**src/irt_pkg.sv**
```systemverilog
// ----------------------------------------------------------------------------
// irt_pkg: shared types for the interval reservation table
// Defines the request and response transfer payloads and the outcome codes.
// ----------------------------------------------------------------------------
`default_nettype none

package irt_pkg;

  // Outcome of one request
  typedef enum logic [1:0] {
    OUT_BOOKED  = 2'd0,
    OUT_OVERLAP = 2'd1,
    OUT_FULL    = 2'd2,
    OUT_INVALID = 2'd3
  } outcome_e;

  // Request payload: half-open range [range_start, range_end)
  typedef struct packed {
    logic [31:0] range_start;
    logic [31:0] range_end;
  } in_t;

  // Response payload
  typedef struct packed {
    outcome_e    outcome;
    logic [6:0]  entries_held;
  } out_t;

endpackage : irt_pkg

`default_nettype wire

```
**src/irt_ram.sv**
```systemverilog
// ----------------------------------------------------------------------------
// irt_ram: simple dual-port RAM for the reservation table
// One write port and one read port, read data registered.
// ----------------------------------------------------------------------------
`default_nettype none

module irt_ram #(
  parameter int unsigned DEPTH = 64,
  parameter int unsigned WIDTH = 64
) (
  input  logic                     clk_i,
  input  logic                     we_i,
  input  logic [$clog2(DEPTH)-1:0] waddr_i,
  input  logic [WIDTH-1:0]         wdata_i,
  input  logic [$clog2(DEPTH)-1:0] raddr_i,
  output logic [WIDTH-1:0]         rdata_o
);

  logic [WIDTH-1:0] mem_q [DEPTH];

  always_ff @(posedge clk_i) begin
    if (we_i) begin
      mem_q[waddr_i] <= wdata_i;
    end
    rdata_o <= mem_q[raddr_i];
  end

endmodule : irt_ram

`default_nettype wire

```
**src/interval_reservation_table_core.sv**
```systemverilog
// ----------------------------------------------------------------------------
// interval_reservation_table_core: booking table of half-open time ranges
// Keeps non-overlapping ranges sorted by start and books or rejects requests.
// ----------------------------------------------------------------------------
// Each request transfer carries a range [range_start, range_end), both taken
// modulo 2^TIME_BITS (at most 32 bits are kept). An empty or reversed range
// returns outcome invalid; a range overlapping any stored one returns overlap;
// a fitting range with MAX_RANGES already stored returns full; otherwise the
// range is inserted at its sorted place and booked. Every request yields one
// response carrying the outcome and the number of stored ranges, masked to
// 7 bits. The table sits in a single-read, single-write RAM and one compare
// unit walks it: a well-formed request first scans every stored range, then,
// when booked, shifts the entries that do not start before the new range up
// by one and inserts it, and finally loads the response register. The RAM
// read port reads one entry per cycle. The request side is ready only while
// the sequencer is idle; a finished response waits in the output register
// while the next request is taken. No clearing pass is needed after reset:
// only entries below the count are ever read.
`default_nettype none

module interval_reservation_table_core #(
  parameter int unsigned MAX_RANGES = 64,
  parameter int unsigned TIME_BITS  = 32
) (
  input  logic          clk_i,
  input  logic          rst_ni,
  input  logic          in_valid_i,
  output logic          in_ready_o,
  input  irt_pkg::in_t  in_data_i,
  output logic          out_valid_o,
  input  logic          out_ready_i,
  output irt_pkg::out_t out_data_o
);

  import irt_pkg::*;

  // Kept time width: the payload fields carry 32 bits
  localparam int unsigned TW = (TIME_BITS < 32) ? TIME_BITS : 32;
  // RAM address width and entry count width
  localparam int unsigned AW = $clog2(MAX_RANGES);
  localparam int unsigned CW = $clog2(MAX_RANGES + 1);

  typedef enum logic [4:0] {
    S_IDLE  = 5'b00001,
    S_SCAN  = 5'b00010,
    S_SHIFT = 5'b00100,
    S_PUT   = 5'b01000,
    S_DONE  = 5'b10000
  } state_e;

  // Control state
  state_e          state_q, state_d;
  logic [CW-1:0]   count_q, count_d;
  logic            pend_q, pend_d;       // a RAM read is in flight
  logic            out_valid_q, out_valid_d;

  // Working registers
  logic [TW-1:0]   a_q, a_d;             // requested start
  logic [TW-1:0]   b_q, b_d;             // requested end
  logic [CW-1:0]   idx_q, idx_d;         // scan index, then shift destination cursor
  logic [CW-1:0]   dest_q, dest_d;       // write slot of the word in flight
  logic [CW-1:0]   pos_q, pos_d;         // insertion position
  logic            ovl_q, ovl_d;         // overlap seen during the scan
  outcome_e        code_q, code_d;
  out_t            out_q, out_d;

  // RAM port
  logic            ram_we;
  logic [AW-1:0]   ram_waddr;
  logic [2*TW-1:0] ram_wdata;
  logic [AW-1:0]   ram_raddr;
  logic [2*TW-1:0] ram_rdata;
  logic [TW-1:0]   rd_start;
  logic [TW-1:0]   rd_end;

  logic            issue;
  logic [CW-1:0]   idx_dec;
  logic [CW+6:0]   held_ext;

  assign rd_start = ram_rdata[2*TW-1:TW];
  assign rd_end   = ram_rdata[TW-1:0];
  assign idx_dec  = idx_q - CW'(1);
  assign held_ext = {7'b0, count_q};

  irt_ram #(
    .DEPTH(MAX_RANGES),
    .WIDTH(2 * TW)
  ) u_ram (
    .clk_i  (clk_i),
    .we_i   (ram_we),
    .waddr_i(ram_waddr),
    .wdata_i(ram_wdata),
    .raddr_i(ram_raddr),
    .rdata_o(ram_rdata)
  );

  always_comb begin
    state_d     = state_q;
    count_d     = count_q;
    pend_d      = 1'b0;
    out_valid_d = out_valid_q;
    a_d         = a_q;
    b_d         = b_q;
    idx_d       = idx_q;
    dest_d      = dest_q;
    pos_d       = pos_q;
    ovl_d       = ovl_q;
    code_d      = code_q;
    out_d       = out_q;
    ram_we      = 1'b0;
    ram_waddr   = '0;
    ram_wdata   = '0;
    ram_raddr   = '0;
    issue       = 1'b0;

    // Drop the response once it has been taken
    if (out_valid_q && out_ready_i) begin
      out_valid_d = 1'b0;
    end

    unique case (state_q)
      S_IDLE: begin
        if (in_valid_i) begin
          a_d   = in_data_i.range_start[TW-1:0];
          b_d   = in_data_i.range_end[TW-1:0];
          idx_d = '0;
          pos_d = '0;
          ovl_d = 1'b0;
          if (in_data_i.range_end[TW-1:0] <= in_data_i.range_start[TW-1:0]) begin
            code_d  = OUT_INVALID;
            state_d = S_DONE;
          end else begin
            state_d = S_SCAN;
          end
        end
      end

      S_SCAN: begin
        // Read one stored entry per cycle, compare it the cycle after
        issue = (idx_q != count_q);
        if (issue) begin
          ram_raddr = idx_q[AW-1:0];
          idx_d     = idx_q + CW'(1);
        end
        pend_d = issue;
        if (pend_q) begin
          if ((rd_start < b_q) && (rd_end > a_q)) begin
            ovl_d = 1'b1;
          end
          if (rd_start < a_q) begin
            pos_d = pos_q + CW'(1);
          end
        end
        if (!issue && !pend_q) begin
          if (ovl_q) begin
            code_d  = OUT_OVERLAP;
            state_d = S_DONE;
          end else if (count_q == CW'(MAX_RANGES)) begin
            code_d  = OUT_FULL;
            state_d = S_DONE;
          end else begin
            idx_d   = count_q;
            state_d = S_SHIFT;
          end
        end
      end

      S_SHIFT: begin
        // Move entries pos..count-1 up by one, top entry first
        issue = (idx_q != pos_q);
        if (issue) begin
          ram_raddr = idx_dec[AW-1:0];
          dest_d    = idx_q;
          idx_d     = idx_dec;
        end
        pend_d = issue;
        if (pend_q) begin
          ram_we    = 1'b1;
          ram_waddr = dest_q[AW-1:0];
          ram_wdata = ram_rdata;
        end
        if (!issue && !pend_q) begin
          state_d = S_PUT;
        end
      end

      S_PUT: begin
        ram_we    = 1'b1;
        ram_waddr = pos_q[AW-1:0];
        ram_wdata = {a_q, b_q};
        count_d   = count_q + CW'(1);
        code_d    = OUT_BOOKED;
        state_d   = S_DONE;
      end

      S_DONE: begin
        // Hold until the output register is free
        if (!out_valid_q || out_ready_i) begin
          out_valid_d        = 1'b1;
          out_d.outcome      = code_q;
          out_d.entries_held = held_ext[6:0];
          state_d            = S_IDLE;
        end
      end

      default: begin
        state_d = S_IDLE;
      end
    endcase
  end

  always_ff @(posedge clk_i or negedge rst_ni) begin
    if (!rst_ni) begin
      state_q     <= S_IDLE;
      count_q     <= '0;
      pend_q      <= 1'b0;
      out_valid_q <= 1'b0;
    end else begin
      state_q     <= state_d;
      count_q     <= count_d;
      pend_q      <= pend_d;
      out_valid_q <= out_valid_d;
    end
  end

  always_ff @(posedge clk_i) begin
    a_q    <= a_d;
    b_q    <= b_d;
    idx_q  <= idx_d;
    dest_q <= dest_d;
    pos_q  <= pos_d;
    ovl_q  <= ovl_d;
    code_q <= code_d;
    out_q  <= out_d;
  end

  assign in_ready_o  = (state_q == S_IDLE);
  assign out_valid_o = out_valid_q;
  assign out_data_o  = out_q;

endmodule : interval_reservation_table_core

`default_nettype wire

```
**config.mk**
```make
export PLATFORM = sky130hd
export DESIGN_NAME = interval_reservation_table_core
export DESIGN_NICKNAME = d
export VERILOG_FILES = /design/src/irt_pkg.sv /design/src/irt_ram.sv /design/src/interval_reservation_table_core.sv
export SDC_FILE = /design/constraint.sdc
export NUM_CORES = 2
export LEC_CHECK = 0
export BUFFER_PORTS_ARGS = -buffer_cell sky130_fd_sc_hd__clkbuf_2
export CAP_MARGIN = 20
export CORE_MARGIN = 1
export CORE_UTILIZATION = 46
export CTS_BUF_LIST = sky130_fd_sc_hd__clkbuf_2 sky130_fd_sc_hd__clkbuf_4 sky130_fd_sc_hd__clkbuf_8
export DETAILED_ROUTE_END_ITERATION = 8
export PLACE_DENSITY_LB_ADDON = 0.2
export SLEW_MARGIN = 20
export SYNTH_ARGS = -nofsm -noshare
export SYNTH_HDL_FRONTEND = slang
export SYNTH_HIERARCHICAL = 1
export SYNTH_SLANG_ARGS = --single-unit
```
**constraint.sdc**
```tcl
create_clock -name clk_i -period 22.6 [get_ports clk_i]
set_input_delay 5.65 -clock clk_i [delete_from_list [all_inputs] [get_ports clk_i]]
set_output_delay 5.65 -clock clk_i [all_outputs]
set_load 0.1 [all_outputs]
```
After elaboration in Yosys (flattened, before gate mapping)

Memory sizes are Yosys's and may differ from the RTL's. A register that Yosys moved wholly into a read port is not among the register bits.
Index checks and enable logic that the tools add are counted.

RAM bits: 4,096
Output and inout port bits: 11
Bits in registers: 110
Memories: 1
Bits of input ports: 68

Add/sub/neg operators: 4
Order comparisons: 4
Reductions and logical operators: 20
Equal/unequal tests: 18
Muxes and demuxes: 43

Memory list:

| name        | depth | width | rd ports | clocked after Yosys merged registers in | wr ports | RTL line      | RTL |
|---|---|---|---|---|---|---|---|
| u_ram.mem_q | 64    | 64    | 1        | 1                                       | 1        | irt_ram.sv:19 | `logic [WIDTH-1:0] mem_q [DEPTH];` |

Operators by type and width:

| kind                  | count |
|---|---|
| $pmux W64 S2          | 1 |
| $lt A32 B32 Y1        | 2 |
| $mux W64              | 1 |
| $mux W7               | 8 |
| $mux W5               | 7 |
| $gt A32 B32 Y1        | 1 |
| $le A32 B32 Y1        | 1 |
| $pmux W5 S5           | 1 |
| $pmux W6 S2           | 2 |
| $add A7 B1 Y7 const B | 3 |
| $pmux W7 S3           | 1 |
| $mux W6               | 3 |
| $ne A2 B2 Y1 const B  | 8 |
| $ne A7 B7 Y1          | 2 |
| $pmux W7 S2           | 1 |
| $reduce_and A4 Y1     | 3 |
| $mux W2               | 5 |
| $mux W1               | 9 |
| $eq A7 B7 Y1 const B  | 1 |
| $sub A7 B1 Y7 const B | 1 |
| $pmux W1 S2           | 3 |
| $pmux W2 S3           | 1 |
| $reduce_and A2 Y1     | 3 |
| $reduce_bool A3 Y1    | 2 |
| 13 further kinds      | 19 |

Logic depth before layout (Yosys ltp)

Word-level depth: 6
Gate-level depth with buffers: 18

Cells and area by module

Netlist, hierarchy kept.

Modules (own cells, without submodules):

| module                          | cells an instance | instances | area an instance (sq um) |
|---|---|---|---|
| irt_ram                         | 6,598             | 1         | 156,348.7 |
| interval_reservation_table_core | 783               | 1         | 8,184.1 |

Worst setup path after synthesis

Ideal clock, no wire load.

Path type: in2reg
Start point: input in_data_i[33] in the netlist's numbering
End point: register code_q[0] (enable)
Arrival time: 7.103 ns
Path slack: 15.153 ns
Stages: 7
Path buffers: 0
Path through: inv_1 -> ha_1 -> nor2b_1 -> o211ai_1 -> a2111oi_0 -> or4b_1 -> a211oi_1

Word-level cells in the longest chain between the ends: 3

Ends and longest elaborated chain:

| item                               | RTL line                               | RTL |
|---|---|---|
| start: declaration                 | interval_reservation_table_core.sv:29  | `input irt_pkg::in_t in_data_i,` |
| $le A32 B32 Y1                     | interval_reservation_table_core.sv:129 | `if (in_data_i.range_end[TW-1:0] <= in_data_i.range_start[TW-1:0]) begin` |
| $ne A2 B1 Y1 (no source line)      | n/a                                    |  |
| $reduce_and A5 Y1 (no source line) | n/a                                    |  |
| end signal: assignment             | interval_reservation_table_core.sv:233 | `code_q <= code_d;` |
| end: declaration                   | interval_reservation_table_core.sv:64  | `outcome_e code_q, code_d;` |

No other way between the ends.
A chain may end at the register's enable or synchronous reset.

Final worst setup path

Start point: register state_q[3]
End point: output in_ready_o

Word-level cells in the longest chain between the ends: 1

Ends and longest elaborated chain:

| item                     | RTL line                               | RTL |
|---|---|---|
| start: declaration       | interval_reservation_table_core.sv:52  | `state_e state_q, state_d;` |
| start signal: assignment | interval_reservation_table_core.sv:219 | `state_q <= state_d;` |
| $eq A5 B1 Y1             | interval_reservation_table_core.sv:237 | `assign in_ready_o = (state_q == S_IDLE);` |
| end: declaration         | interval_reservation_table_core.sv:28  | `output logic in_ready_o,` |

No other way between the ends.

==> results.yml <==
clock_tree:
  cts_root_buf: "clkbuf_8"
  hold_buffers: 0
  cts_resized: 0
  cts_buffers: 686
  clk_pin_slew_ns: 0.06
  cts_num_sinks: 4270
  post_cts_buffers: 0
  tritoncts: "yes"
  worstSkewPairLatency_ns: 1.25
  clk_path_buf_depth: 4
  htreeDepth: 6
critical_path:
  startpoint: "state_q[3]"
  cp.arrival_ns: 2.87
  rrSetupSlack_ns: 15.32
  cp_data_required_time_ns: 16.95
  endpoint: "in_ready_o"
  worstRegToRegCells: 15
  critPathKind: "register to output port"
  r2r_end: "u_ram/rdata_o[23]"
  reg2reg_from: "state_q[3]"
  startpoint_type: "register"
  cp_max_fo: 6
  critPathCaptureType: "output port"
timing:
  finalSetupViolations: 0
  fmax_mhz: 117
  setup_tns_ns: 0
  slew_viol_final: 0
  grt_setup_unrepaired: "no"
  layout_min_cycle_time_ns: 8.52
  hold_violations: 0
  final.setup_skew_ns: 0.0851
  tightest_slew_ns: 1.24
  fin_crit_sh: 0.377
  relSlewSlack: 0.174
finish:
  final_cell_area_sq_um: 186000
  final_layout_size_suffix_gt1_frac: 0.310
  fin_nets: 8235
  regArea_sq_um: 128000
  multi_input_comb_area_sq_um: 35400
  fillers: 27600
  area_growth_pct: 13.1
  fin_util: 0.523
global_route:
  grt_max_degree: 114
  antenna_found_initial: 20
  grt_pass1_wl_um: 681000
  gr-usage-all-layers: 0.275
  grt-ovfl-total: 0
  grt_pass1_vias: 85400
die:
  row_count: 219
  ioPinCount: 79
  die_width_um: 600
  die_h_um: 600
  design.core.area_sq_um: 356000
  initial_utilization: 0.462
  dieArea_sq_um: 360000
route:
  wl_um: 497000
  via_per_inst: 6.39
  drc: 21
  vias: 85500
  wl_per_cell_um: 37.2
  drt_iter0_drc: 12900
  firstDrtPassIters: 8
  detail-route-antenna-nets: 0
synth:
  avgSynthCellArea_sq_um: 22.3
  synth_cell_type_count: 72
  synth_fp_nets: 7581
  mappedNetlistArea_sq_um: 165000
  yosys.area.top_type_share: 0.765
  synth_seq_cells: 4270
  synth_area_leaders: "edfxtp_1 77%, mux4_2 14%, ha_1 1.0%"
  synth-edff-count: 4192
  synthCells: 7381
  synth_warnings: 6
  yosys.area.top_type: "edfxtp_1"
  synth_top_flop_cell: "edfxtp_1"
  synthArstFlopShare: 0.00328
  ys_seq_area_frac: 0.775
power:
  cellPowerDensity_nw_per_um2: 89.0
  ir_drop_mv: 0.0599
  leakage_nw: 47.2
status:
  violations: "DRC"
  status: "complete, but fails checks"
place:
  port_buffers: 78
  gp_congestion: 0.846
  placed_cell_area_sq_um: 172000
  dp_hpwl_um: 268000
run:
  maxCapViolCount: 0
worst_hold_path:
  hold_path_class: "register to register"
[routing by layer]
metal	wire length (um)	share of wire	up-vias	global-route usage
met4	21500	0.043	8	0.114
met2	230000	0.46	5341	0.425
met3	54300	0.11	988	0.0593
met1	191000	0.38	46200	0.383
met5	305	0.00061	-	0
li1	-	-	32900	-
[worst min path at each step]
stage	startpoint	endpoint	depth (start not counted)
after global placement	code_q[1]	out_data_o[8]	0
final	code_q[1]	out_data_o[8]	0
after global routing	code_q[1]	out_data_o[8]	0
after CTS	code_q[1]	out_data_o[8]	0
after detailed placement	code_q[1]	out_data_o[8]	0
after floorplan	code_q[0]	out_data_o[7]	0
[synth_stat cells, types with 4 or more instances]
| library cell | count |
|---|---|
| a211oi_1 | 75 |
| a21o_1 | 23 |
| a21oi_1 | 44 |
| a22o_1 | 159 |
| a22oi_1 | 171 |
| a2bb2oi_1 | 19 |
| a31oi_1 | 19 |
| a41oi_1 | 27 |
| and2_1 | 5 |
| and3_1 | 66 |
| buf_1 | 20 |
| buf_2 | 179 |
| buf_4 | 35 |
| buf_6 | 16 |
| clkbuf_1 | 147 |
| dfrtp_1 | 13 |
| dfxtp_1 | 64 |
| edfxtp_1 | 4192 |
| ha_1 | 132 |
| inv_1 | 126 |
| mux2i_1 | 137 |
| mux4_2 | 1024 |
| nand2_1 | 91 |
| nand2b_1 | 18 |
| nand3_1 | 62 |
| nand3b_1 | 4 |
| nand4_1 | 31 |
| nor2_1 | 143 |
| nor2b_1 | 31 |
| nor3_1 | 8 |
| nor4_1 | 8 |
| o21ai_0 | 18 |
| o21ai_1 | 8 |
| o221ai_1 | 38 |
| o22ai_1 | 86 |
| o31ai_1 | 4 |
| or2_2 | 29 |
| or3_1 | 33 |
| xnor2_1 | 18 |
| xor2_1 | 7 |
[worst max-delay path, stage by stage, from the launching register on]
cell,delay (ns)
dfrtp_1,0.44
nor3_1,0.34
nand3b_1,0.19
inv_1,0.19
clkbuf_2,0.49
[flip-flops by register name (all words and copies together) (netlist names)]
signal	count
a_q	32
b_q	32
code_q	2
count_q	7
dest_q	6
idx_q	7
out_data_o	9
out_valid_o	1
ovl_q	1
pend_q	1
pos_q	7
state_q	5
u_ram/mem_q	4096
u_ram/rdata_o	64
[cells by family after synthesis]
group / Yosys count / synth area share
flops: 4270 / 0.775
mux: 1161 / 0.149
compound gates: 719 / 0.0330
simple gates: 549 / 0.0172
buf+inv: 525 / 0.0149
fa+ha+maj: 132 / 0.0100
xor+xnor: 25 / 0.00133
[placed cells by master, fill, tap and decap left out, types with 29 or more instances in the layout]
master    count
and3_1       66
edfxtp_1   4192
nand2_1      87
dfxtp_1      64
nor2_4       65
nand4_1      31
or3_1        33
clkinv_2     58
inv_1       125
a211oi_1     74
clkbuf_2     78
buf_4       263
a22oi_1     171
ha_1        132
a22o_1      137
nor2_1       78
o221ai_1     38
clkbuf_8    739
mux4_2     1024
mux2i_1     137
clkinv_1    133
nand3_1      62
clkbuf_4    258
o22ai_1      86
a21oi_1      43
or2_2        29
[cell type report]
class / count / share of cell area
Sequential cell: 4270 / 0.685
Multi-Input combinational cell: 2586 / 0.190
Clock buffer: 997 / 0.0651
Tap cell: 4751 / 0.0320
Timing Repair Buffer: 363 / 0.0153
Clock inverter: 257 / 0.00936
Inverter: 128 / 0.00261
Antenna cell: 16 / 0.000215
[power breakdown]
group          leakage, nW  switching (W)  total (W)  internal (W)
Clock                 7.36        0.00312    0.00670       0.00357
Sequential            29.9       0.000164    0.00883       0.00866
Combinational         10.0       0.000688    0.00104      0.000354
[stage by stage]
step | hold WS [ns] | setup slack (ns) | cells | total power [W]
global route | 0.530 | 14.03 | 13400 | 0.0170
finish | 0.533 | 14.08 | 13400 | 0.0166
CTS | 0.534 | 14.02 | 13400 | 0.0166
detailed placement | 0.514 | 13.51 | 12100 | 0.0100
global placement | 0.518 | 13.48 | 12100 | 0.0100
floorplan | 0.400 | 15.15 | 7381 | 0.00956
No activity file was read; power rests on OpenSTA's default activity.
